`config.mk`:
```
export PLATFORM = sky130hd
export DESIGN_NAME = six_axis_motion_setpoint_conditioner_flat
export DESIGN_NICKNAME = d
export VERILOG_FILES = /design/src/hw/rtl/smsc_pkg.sv /design/src/hw/rtl/smsc_ifs.sv /design/src/hw/rtl/smsc_ctrl.sv /design/src/hw/rtl/smsc_axis.sv /design/src/hw/rtl/six_axis_motion_setpoint_conditioner.sv /design/src/flat_wrapper.sv
export SDC_FILE = /design/constraint.sdc
export NUM_CORES = 2
export LEC_CHECK = 0
export ABC_AREA = 1
export BUFFER_PORTS_ARGS = -buffer_cell sky130_fd_sc_hd__buf_4
export CORE_MARGIN = 1
export CORE_UTILIZATION = 58
export CTS_CLUSTER_SIZE = 10
export DETAILED_ROUTE_END_ITERATION = 10
export PLACE_DENSITY = 0.8
export SLEW_MARGIN = 0
export SYNTH_ARGS = -nofsm -noshare
export SYNTH_HDL_FRONTEND = slang
export SYNTH_SLANG_ARGS = --single-unit
```
`constraint.sdc`:
```
create_clock -name i_clk -period 7.1 [get_ports i_clk]
set_input_delay 1.42 -clock i_clk [delete_from_list [all_inputs] [get_ports i_clk]]
set_output_delay 1.42 -clock i_clk [all_outputs]
set_load 0.05 [all_outputs]
```
`src/hw/rtl/smsc_pkg.sv`:
```
// Shared types and constants of the six-axis motion setpoint conditioner.
package smsc_pkg;

    // Fixed widths of the channel fields.
    localparam int AXES              = 6;
    localparam int TRANS_AXES        = 3;
    localparam int FIELD_W           = 16;
    localparam int SEQ_W             = 32;
    localparam int STEP_W            = 15;
    localparam int VALUE_WIDTH_DEF   = 16;
    localparam logic [STEP_W-1:0] STEP_RESET = STEP_W'(256);

    // Item kinds on the input channel.
    typedef enum logic {
        CMD_PACKET = 1'b0,
        CMD_TICK   = 1'b1
    } t_cmd;

    // Configuration register indexes.
    typedef enum logic [0:0] {
        REG_MAX_TRANSLATION = 1'b0,
        REG_MAX_ROTATION    = 1'b1
    } t_cfg_reg;

    typedef struct packed {
        t_cmd                       cmd;
        logic [SEQ_W-1:0]           sequence_id;
        logic signed [FIELD_W-1:0]  surge_in;
        logic signed [FIELD_W-1:0]  sway_in;
        logic signed [FIELD_W-1:0]  heave_in;
        logic signed [FIELD_W-1:0]  roll_in;
        logic signed [FIELD_W-1:0]  pitch_in;
        logic signed [FIELD_W-1:0]  yaw_in;
    } t_in_item;

    typedef struct packed {
        logic signed [FIELD_W-1:0]  surge_out;
        logic signed [FIELD_W-1:0]  sway_out;
        logic signed [FIELD_W-1:0]  heave_out;
        logic signed [FIELD_W-1:0]  roll_out;
        logic signed [FIELD_W-1:0]  pitch_out;
        logic signed [FIELD_W-1:0]  yaw_out;
        logic                       extrapolated;
    } t_out_item;

    // Decision for one item, from the sequencing logic to the datapath.
    typedef struct packed {
        logic has_result;   // item produces a result transfer
        logic extrap;       // tick with nothing pending: send the extrapolation
        logic take_mid;     // packet replaces the older sample
        logic take_new;     // packet shifts the samples and becomes the setpoint
        logic is_packet;    // item is a motion packet
    } t_ctrl;

endpackage

```
`src/hw/rtl/smsc_ifs.sv`:
```
// Valid/ready channel interfaces for items, results and configuration writes.
interface smsc_in_if import smsc_pkg::*; ();
    logic     valid;
    logic     ready;
    t_in_item data;

    modport source (output valid, output data, input ready);
    modport sink   (input valid, input data, output ready);
endinterface

interface smsc_out_if import smsc_pkg::*; ();
    logic      valid;
    logic      ready;
    t_out_item data;

    modport source (output valid, output data, input ready);
    modport sink   (input valid, input data, output ready);
endinterface

interface smsc_cfg_if import smsc_pkg::*; ();
    logic              valid;
    logic              ready;
    t_cfg_reg          index;
    logic [STEP_W-1:0] data;

    modport source (output valid, output index, output data, input ready);
    modport sink   (input valid, input index, input data, output ready);
endinterface

```
`src/hw/rtl/smsc_ctrl.sv`:
```
// Sequence ordering and send decision for one input item.
module smsc_ctrl import smsc_pkg::*; (
    input  t_cmd             i_cmd,
    input  logic [SEQ_W-1:0] i_seq,
    input  logic [SEQ_W-1:0] i_newest_seq,
    input  logic [SEQ_W-1:0] i_older_seq,
    input  logic             i_pending,
    input  logic             i_awaiting_first,
    output t_ctrl            o_ctrl
);

    logic w_below_older;
    logic w_below_newest;

    // Unsigned ordering of the packet id against both stored samples.
    assign w_below_older  = (i_seq < i_older_seq);
    assign w_below_newest = (i_seq < i_newest_seq);

    always_comb begin
        o_ctrl = '0;
        case (i_cmd)
            CMD_TICK: begin
                // A tick always sends; it extrapolates when nothing is pending.
                o_ctrl.has_result = 1'b1;
                o_ctrl.extrap     = !i_pending;
            end
            default: begin
                o_ctrl.is_packet  = 1'b1;
                o_ctrl.take_mid   = !w_below_older && w_below_newest;
                o_ctrl.take_new   = !w_below_newest;
                o_ctrl.has_result = i_awaiting_first;
            end
        endcase
    end

endmodule

```
`src/hw/rtl/smsc_axis.sv`:
```
// Per-axis slew limiter and linear extrapolator with saturation.
module smsc_axis import smsc_pkg::*; #(
    parameter int VALUE_WIDTH = VALUE_WIDTH_DEF
) (
    input  logic [FIELD_W-1:0]            i_field,
    input  logic signed [VALUE_WIDTH-1:0] i_setpoint,
    input  logic signed [VALUE_WIDTH-1:0] i_newest,
    input  logic signed [VALUE_WIDTH-1:0] i_older,
    input  logic [STEP_W-1:0]             i_step,
    output logic signed [VALUE_WIDTH-1:0] o_limited,
    output logic signed [VALUE_WIDTH-1:0] o_extrap
);

    // Working width holds a difference, a step and a doubled value.
    localparam int CW = ((VALUE_WIDTH > FIELD_W) ? VALUE_WIDTH : FIELD_W) + 2;
    localparam logic signed [CW-1:0] SAT_HI =
        $signed({{(CW-VALUE_WIDTH+1){1'b0}}, {(VALUE_WIDTH-1){1'b1}}});
    localparam logic signed [CW-1:0] SAT_LO =
        $signed({{(CW-VALUE_WIDTH+1){1'b1}}, {(VALUE_WIDTH-1){1'b0}}});

    function automatic logic signed [VALUE_WIDTH-1:0] sat(input logic signed [CW-1:0] v);
        logic signed [VALUE_WIDTH-1:0] r;
        if (v > SAT_HI) begin
            r = SAT_HI[VALUE_WIDTH-1:0];
        end else if (v < SAT_LO) begin
            r = SAT_LO[VALUE_WIDTH-1:0];
        end else begin
            r = v[VALUE_WIDTH-1:0];
        end
        return r;
    endfunction

    logic signed [VALUE_WIDTH-1:0] w_in;
    logic signed [CW-1:0]          w_in_x;
    logic signed [CW-1:0]          w_sp_x;
    logic signed [CW-1:0]          w_step_x;
    logic signed [CW-1:0]          w_diff;
    logic signed [CW-1:0]          w_nw_x;
    logic signed [CW-1:0]          w_ol_x;

    // The field is read as the low value bits, zero-extended when the value is wider.
    if (VALUE_WIDTH <= FIELD_W) begin : g_narrow
        assign w_in = i_field[VALUE_WIDTH-1:0];
    end else begin : g_wide
        assign w_in = {{(VALUE_WIDTH-FIELD_W){1'b0}}, i_field};
    end

    assign w_in_x   = CW'(w_in);
    assign w_sp_x   = CW'(i_setpoint);
    assign w_step_x = $signed(CW'(i_step));
    assign w_diff   = w_in_x - w_sp_x;
    assign w_nw_x   = CW'(i_newest);
    assign w_ol_x   = CW'(i_older);

    // Move toward the input by at most one step.
    always_comb begin
        if (w_diff > w_step_x) begin
            o_limited = sat(w_sp_x + w_step_x);
        end else if (w_diff < -w_step_x) begin
            o_limited = sat(w_sp_x - w_step_x);
        end else begin
            o_limited = w_in;
        end
    end

    // Linear extrapolation from the two stored samples.
    assign o_extrap = sat((w_nw_x <<< 1) - w_ol_x);

endmodule

```
`src/hw/rtl/six_axis_motion_setpoint_conditioner.sv`:
```
// Results are registered: an item passes the input register, then the output register.
// Throughput: one item per cycle, all six axes in parallel in the single stage;
// an item waits in the input register while the output holds an untaken result.
// Reset (synchronous, active low): setpoint, samples and ids clear to zero,
// no setpoint is pending, the block awaits its first packet, both steps are 256.
// Top level of the six-axis motion setpoint conditioner.
module six_axis_motion_setpoint_conditioner import smsc_pkg::*; #(
    parameter int VALUE_WIDTH = VALUE_WIDTH_DEF
) (
    input  logic        i_clk,
    input  logic        i_rst_n,
    smsc_cfg_if.sink    i_cfg,
    smsc_in_if.sink     i_in,
    smsc_out_if.source  o_out
);

    // Configuration registers.
    logic [STEP_W-1:0] r_trans_step;
    logic [STEP_W-1:0] r_rot_step;

    assign i_cfg.ready = 1'b1;

    always_ff @(posedge i_clk) begin
        if (!i_rst_n) begin
            r_trans_step <= STEP_RESET;
            r_rot_step   <= STEP_RESET;
        end else if (i_cfg.valid) begin
            unique case (i_cfg.index)
                REG_MAX_TRANSLATION: r_trans_step <= i_cfg.data;
                REG_MAX_ROTATION:    r_rot_step   <= i_cfg.data;
                default: ;
            endcase
        end
    end

    // Input register.
    logic     r_in_valid;
    t_in_item r_in;
    logic     w_fire;
    logic     r_out_valid;

    assign w_fire     = r_in_valid && (!r_out_valid || o_out.ready);
    assign i_in.ready = !r_in_valid || w_fire;

    always_ff @(posedge i_clk) begin
        if (!i_rst_n) begin
            r_in_valid <= 1'b0;
        end else if (i_in.ready) begin
            r_in_valid <= i_in.valid;
        end
    end

    always_ff @(posedge i_clk) begin
        if (i_in.valid && i_in.ready) begin
            r_in <= i_in.data;
        end
    end

    // Conditioner state.
    logic signed [VALUE_WIDTH-1:0] r_setpoint [AXES];
    logic signed [VALUE_WIDTH-1:0] r_newest   [AXES];
    logic signed [VALUE_WIDTH-1:0] r_older    [AXES];
    logic signed [VALUE_WIDTH-1:0] n_setpoint [AXES];
    logic signed [VALUE_WIDTH-1:0] n_newest   [AXES];
    logic signed [VALUE_WIDTH-1:0] n_older    [AXES];
    logic [SEQ_W-1:0]              r_newest_seq;
    logic [SEQ_W-1:0]              r_older_seq;
    logic                          r_pending;
    logic                          r_awaiting_first;

    // Ordering and send decision.
    t_ctrl w_ctrl;

    smsc_ctrl u_ctrl (
        .i_cmd            (r_in.cmd),
        .i_seq            (r_in.sequence_id),
        .i_newest_seq     (r_newest_seq),
        .i_older_seq      (r_older_seq),
        .i_pending        (r_pending),
        .i_awaiting_first (r_awaiting_first),
        .o_ctrl           (w_ctrl)
    );

    // Axis lanes.
    logic [FIELD_W-1:0] w_field   [AXES];
    logic [FIELD_W-1:0] w_out_fld [AXES];

    assign w_field[0] = r_in.surge_in;
    assign w_field[1] = r_in.sway_in;
    assign w_field[2] = r_in.heave_in;
    assign w_field[3] = r_in.roll_in;
    assign w_field[4] = r_in.pitch_in;
    assign w_field[5] = r_in.yaw_in;

    for (genvar k = 0; k < AXES; k++) begin : g_axis
        logic signed [VALUE_WIDTH-1:0] w_limited;
        logic signed [VALUE_WIDTH-1:0] w_extrap;

        smsc_axis #(
            .VALUE_WIDTH (VALUE_WIDTH)
        ) u_axis (
            .i_field    (w_field[k]),
            .i_setpoint (r_setpoint[k]),
            .i_newest   (r_newest[k]),
            .i_older    (r_older[k]),
            .i_step     ((k < TRANS_AXES) ? r_trans_step : r_rot_step),
            .o_limited  (w_limited),
            .o_extrap   (w_extrap)
        );

        // Next state of this axis.
        always_comb begin
            n_setpoint[k] = r_setpoint[k];
            n_newest[k]   = r_newest[k];
            n_older[k]    = r_older[k];
            if (w_ctrl.extrap) begin
                n_setpoint[k] = w_extrap;
            end
            if (w_ctrl.take_mid) begin
                n_older[k] = w_limited;
            end
            if (w_ctrl.take_new) begin
                n_older[k]    = r_newest[k];
                n_newest[k]   = w_limited;
                n_setpoint[k] = w_limited;
            end
        end

        // The sent field is the low bits of the setpoint, zero-extended if narrower.
        if (VALUE_WIDTH >= FIELD_W) begin : g_out_trunc
            assign w_out_fld[k] = n_setpoint[k][FIELD_W-1:0];
        end else begin : g_out_ext
            assign w_out_fld[k] = {{(FIELD_W-VALUE_WIDTH){1'b0}}, n_setpoint[k]};
        end

        always_ff @(posedge i_clk) begin
            if (!i_rst_n) begin
                r_setpoint[k] <= '0;
                r_newest[k]   <= '0;
                r_older[k]    <= '0;
            end else if (w_fire) begin
                r_setpoint[k] <= n_setpoint[k];
                r_newest[k]   <= n_newest[k];
                r_older[k]    <= n_older[k];
            end
        end
    end

    // Sequence ids and flags.
    always_ff @(posedge i_clk) begin
        if (!i_rst_n) begin
            r_newest_seq     <= '0;
            r_older_seq      <= '0;
            r_pending        <= 1'b0;
            r_awaiting_first <= 1'b1;
        end else if (w_fire) begin
            if (w_ctrl.take_mid) begin
                r_older_seq <= r_in.sequence_id;
            end
            if (w_ctrl.take_new) begin
                r_older_seq  <= r_newest_seq;
                r_newest_seq <= r_in.sequence_id;
            end
            // A packet leaves a setpoint pending unless it is sent at once.
            r_pending <= w_ctrl.is_packet && !w_ctrl.has_result;
            if (w_ctrl.is_packet) begin
                r_awaiting_first <= 1'b0;
            end
        end
    end

    // Output register.
    t_out_item r_out;

    always_ff @(posedge i_clk) begin
        if (!i_rst_n) begin
            r_out_valid <= 1'b0;
        end else if (w_fire && w_ctrl.has_result) begin
            r_out_valid <= 1'b1;
        end else if (o_out.ready) begin
            r_out_valid <= 1'b0;
        end
    end

    always_ff @(posedge i_clk) begin
        if (w_fire && w_ctrl.has_result) begin
            r_out.surge_out    <= w_out_fld[0];
            r_out.sway_out     <= w_out_fld[1];
            r_out.heave_out    <= w_out_fld[2];
            r_out.roll_out     <= w_out_fld[3];
            r_out.pitch_out    <= w_out_fld[4];
            r_out.yaw_out      <= w_out_fld[5];
            r_out.extrapolated <= w_ctrl.extrap;
        end
    end

    assign o_out.valid = r_out_valid;
    assign o_out.data  = r_out;

    // Once the first packet is taken the block never awaits one again.
    a_first_stays: assert property (@(posedge i_clk) disable iff (!i_rst_n)
        !r_awaiting_first |=> !r_awaiting_first)
        else $error("awaiting_first set again after the first packet");

    // The older sample never carries a newer id than the newest sample.
    a_seq_order: assert property (@(posedge i_clk) disable iff (!i_rst_n)
        r_older_seq <= r_newest_seq)
        else $error("older sequence id exceeds newest sequence id");

    // Every processed tick produces a result transfer.
    a_tick_sends: assert property (@(posedge i_clk) disable iff (!i_rst_n)
        (w_fire && r_in.cmd == CMD_TICK) |=> r_out_valid)
        else $error("tick processed without a result");

    // A tick with a pending setpoint never sends an extrapolation.
    a_pending_no_extrap: assert property (@(posedge i_clk) disable iff (!i_rst_n)
        (w_fire && r_in.cmd == CMD_TICK && r_pending) |=> !r_out.extrapolated)
        else $error("extrapolation sent while a setpoint was pending");

endmodule

```
`src/flat_wrapper.sv`:
```
// flat-port wrapper written by rule: the top's interface ports become plain ports
module six_axis_motion_setpoint_conditioner_flat import smsc_pkg::*;
#(
    parameter int VALUE_WIDTH = VALUE_WIDTH_DEF
)
  (i_clk, i_rst_n, i_cfg_valid, i_cfg_index, i_cfg_data, i_cfg_ready, i_in_valid, i_in_data, i_in_ready, o_out_valid, o_out_data, o_out_ready);
  smsc_cfg_if i_cfg_i ();
  smsc_in_if i_in_i ();
  smsc_out_if o_out_i ();
  input  logic i_clk;
  input  logic i_rst_n;
  input wire logic [$bits(i_cfg_i.valid)-1:0] i_cfg_valid;
  input wire logic [$bits(i_cfg_i.index)-1:0] i_cfg_index;
  input wire logic [$bits(i_cfg_i.data)-1:0] i_cfg_data;
  output wire logic [$bits(i_cfg_i.ready)-1:0] i_cfg_ready;
  input wire logic [$bits(i_in_i.valid)-1:0] i_in_valid;
  input wire logic [$bits(i_in_i.data)-1:0] i_in_data;
  output wire logic [$bits(i_in_i.ready)-1:0] i_in_ready;
  output wire logic [$bits(o_out_i.valid)-1:0] o_out_valid;
  output wire logic [$bits(o_out_i.data)-1:0] o_out_data;
  input wire logic [$bits(o_out_i.ready)-1:0] o_out_ready;
  assign i_cfg_i.valid = i_cfg_valid;
  assign i_cfg_i.index = i_cfg_index;
  assign i_cfg_i.data = i_cfg_data;
  assign i_cfg_ready = i_cfg_i.ready;
  assign i_in_i.valid = i_in_valid;
  assign i_in_i.data = i_in_data;
  assign i_in_ready = i_in_i.ready;
  assign o_out_valid = o_out_i.valid;
  assign o_out_data = o_out_i.data;
  assign o_out_i.ready = o_out_ready;
  six_axis_motion_setpoint_conditioner #(.VALUE_WIDTH(VALUE_WIDTH)) u_core (.i_clk(i_clk), .i_rst_n(i_rst_n), .i_cfg(i_cfg_i), .i_in(i_in_i), .o_out(o_out_i));
endmodule
```
==> run summary <==
Layout area overhead - 8.61%
synthesized flop and latch total - 612
Seq/Total Area, Yosys - 30.7%
Final GP Congestion - 1.06
crit end category - flop
initial DRC count - 7004
vias in the first global route - 52900
crit path DAT - 6320 ps
CTS tree - yes
layout cells sized above 1 - 6.22%
GRT Total Usage - 40.9%
LEAKAGE - 32.4 nW
clock latency on the worst-skew pair - 680 ps
DRT antenna net count - 0
status - complete, no violations
final setup vio count - 0
pin count of the biggest net entering global routing - 181
antenna violations before repair - 3
Sequential Power Share - 28.7%
post-synth cell types - 56
Worst Max-Slew Pin Slew - 1150 ps
Syn Area/Cell - 6.97 um2
Relative slew margins - 23.6%
Pins Over Slew Limit - 0
Max clock buf depth - 3
wire length per cell - 21.6 um
CTS resizes - 0
logic gate share of total power - 47.8%
placed insts - 9450
final-layout fill cell count - 8696
die area - 99000 um2
Critical Path Most Common Cell - nand2_1
I/O pin cnt - 250
Post-CTS Hold Buffers - 0
CP max stage cell - inv_1
nets - 9054
Post-synth ARST share - 0%
CP Max Fanout - 14
Power Total - 16.1 mW
row count - 114
Setup Skew - 30.4 ps
RSZ-0062 raised after global routing - false
Synth Instances - 8132
final WL - 207 mm
Max Cap Viol - 0
Hold Violations, Final - 0
synthesized area - 56700 um2
# port buffers - 248
setup repair bufs after CTS - 0
Total Neg Setup Slack - 0 ps
clock-pin slew on the worst setup and hold paths - 60 ps
Psw - 7.33 mW
Clk network pwr share - 23.5%
clk sink count - 612
Top FF cell, synth - edfxtp_1
period utilization - 83.4%
critical path required time - 7500 ps
vias per cell - 5.90
Max VDD drop - 231 uV
Hold WS - 478 ps
wire length of the first global-routing pass - 309 mm
minimum clock period after layout - 5920 ps
Starting Density - 58.6%
number of enable flip-flop cells after synthesis - 514
total CTS buffers - 76
WS Path Type - reg -> reg
CP Cell Sequence - inv_1 -> ha_1 -> nand3_1 -> nor2_1 -> nand2_1 -> nor3_1 -> nand3_1 -> nor2_1 -> nand2_1 -> xor2_1 -> ha_1 -> nand2_1 -> nor2_1 -> a21oi_1 -> nand3_1 -> nand2_1 -> nand2_1 -> nor2_2 -> a21oi_1 -> nand2_1 -> nand3_1 -> nand2_1 -> nor2_1
Syn. warnings - 0
PD cells - 261 nW/um2
non-filler cells, final - 9574
DP HPWL - 158 mm
slowest stage delay, CP - 620 ps
DR pass1 iterations - 10
CTS H-tree depth - 3
final core occ - 63.7%
Int Pwr - 8.73 mW
vias - 56500
fmax - 169 MHz
Sw Share - 45.6%
startpoint types - flop
Synth Net Count - 8934
Die H - 315 um
GR Overflow Total - 0
die width - 315 um
Residual DRC - 0
Root Driver - clkbuf_16
core area - 96700 um2
HP Class - reg -> reg
layer usage:
metal,global-route usage (%),routed length (um)
met1,54.6,83800
met2,63.0,89000
met3,7.80,22400
met4,20.6,11600
met5,0,24
cells in the final DEF, fill, tap and decap left out, types with 20 or more instances in the layout:
cell type	count
a31oi_1	20
nand4_1	59
or2_2	42
o21bai_1	59
fa_1	24
nand3b_1	32
ha_1	628
o21ai_1	20
xor2_1	230
inv_1	1191
and2_1	21
o21ai_0	257
nor2_1	560
a21oi_1	638
edfxtp_1	514
clkbuf_16	77
buf_4	289
xnor2_1	54
clkbuf_1	22
nand2_1	2551
nor3_1	83
dfxtp_1	98
a21o_1	28
nand3_2	24
nand2_2	24
nand3_1	618
layout make-up:
cell class | count | area [um2] | area share (%)
multi-input combinational | 6069 | 33600 | 54.5
sequential | 612 | 17400 | 28.2
inverter | 1202 | 4520 | 7.34
timing repair buffer | 291 | 2210 | 3.59
clock buffer | 101 | 2040 | 3.31
tap | 1276 | 1600 | 2.59
clock inverter | 22 | 263 | 0.427
antenna | 1 | 2.50 | 0.00406
through the flow:
step / cell area, um2 / setup WS [ps]
6_report: 61600 / 1180
5_1_grt: 61600 / 780
4_1_cts: 61600 / 1410
3_5_place_dp: 59300 / 1450
3_3_place_gp: 59300 / 1550
2_1_floorplan: 56700 / 97.9
registers in the layout (all words and copies together) (netlist names):
name / cells
u_core.r_in_valid: 1
u_core.r_in: 129
u_core.r_pending: 1
u_core.r_newest_seq: 32
u_core.r_newest: 96
u_core.r_rot_step: 15
u_core.r_trans_step: 15
u_core.r_older_seq: 32
u_core.r_older: 96
u_core.r_awaiting_first: 1
u_core.r_setpoint: 96
u_core.o_out.data: 97
u_core.o_out.valid: 1
critical path: cells and delay by family (launching register included):
family | cells | cell delay, ps
and+or+nand+nor | 17 | 2890
DFF | 1 | 530
adders and majority gates | 2 | 650
buffers and inverters | 1 | 620
AOI/OAI and AO/OA | 2 | 440
xor gates and xnor gates | 1 | 500
worst paths after layout:
path | slack (ps) | cells after the start | end | from
worst max-delay path | 1180 | 23 | u_core.r_setpoint[1][18] | u_core.r_rot_step[1]
worst min-delay path | 480 | 2 | u_core.r_newest_seq[23] | u_core.r_newest_seq[23]
worst max register to register | 1180 | 23 | u_core.r_setpoint[1][18] | u_core.r_rot_step[1]
worst min register to register | 480 | 2 | u_core.r_newest_seq[23] | u_core.r_newest_seq[23]
synth_stat cells (5+ instances only):
cell / count / area share [%]
a21boi_0: 11 / 0.15
o211ai_1: 8 / 0.11
a21o_1: 28 / 0.37
nand3_2: 24 / 0.42
clkbuf_1: 102 / 0.68
edfxtp_1: 514 / 27
nand4_1: 59 / 0.65
ha_1: 628 / 14
xnor2_1: 54 / 0.83
nand2_1: 2556 / 17
and3_1: 12 / 0.13
buf_2: 91 / 0.80
nand3_1: 618 / 5.5
buf_4: 30 / 0.40
nand3b_1: 32 / 0.42
o21bai_1: 59 / 0.78
buf_1: 5 / 0.033
o21ai_1: 21 / 0.19
a22oi_1: 6 / 0.079
nor2_2: 6 / 0.066
xor2_1: 230 / 3.6
nor3_1: 83 / 0.73
or2_2: 42 / 0.46
o21a_1: 6 / 0.079
clkbuf_8: 5 / 0.12
o21ai_2: 7 / 0.11
a31oi_1: 20 / 0.22
nand2_2: 23 / 0.25
and2_1: 21 / 0.23
dfxtp_1: 98 / 3.5
inv_1: 1195 / 7.9
inv_2: 6 / 0.040
fa_1: 24 / 0.85
clkbuf_2: 6 / 0.053
nor2_1: 562 / 3.7
buf_6: 9 / 0.18
a21oi_1: 639 / 5.6
a211oi_1: 9 / 0.12
o21ai_0: 257 / 2.3
power groups by stage:
| stage | Combinational [mW] | Sequential [mW] | Clock [mW] |
|---|---|---|---|
| finish | 7.68 | 4.61 | 3.78 |
| global route | 8.41 | 4.62 | 3.89 |
| CTS | 7.46 | 4.59 | 3.79 |
| detailed placement | 7.40 | 4.66 | 0 |
| global placement | 7.27 | 4.66 | 0 |
| floorplan | 5.16 | 4.73 | 0 |
kinds of logic after synthesis:
group | synth area share (%)
simple gates | 29.6
buf+inv | 10.2
compound gates | 10.3
fa+ha+maj | 14.7
flops | 30.7
xor+xnor | 4.43
other cells | 0.00661
No activity file was read; power rests on OpenSTA's default activity.
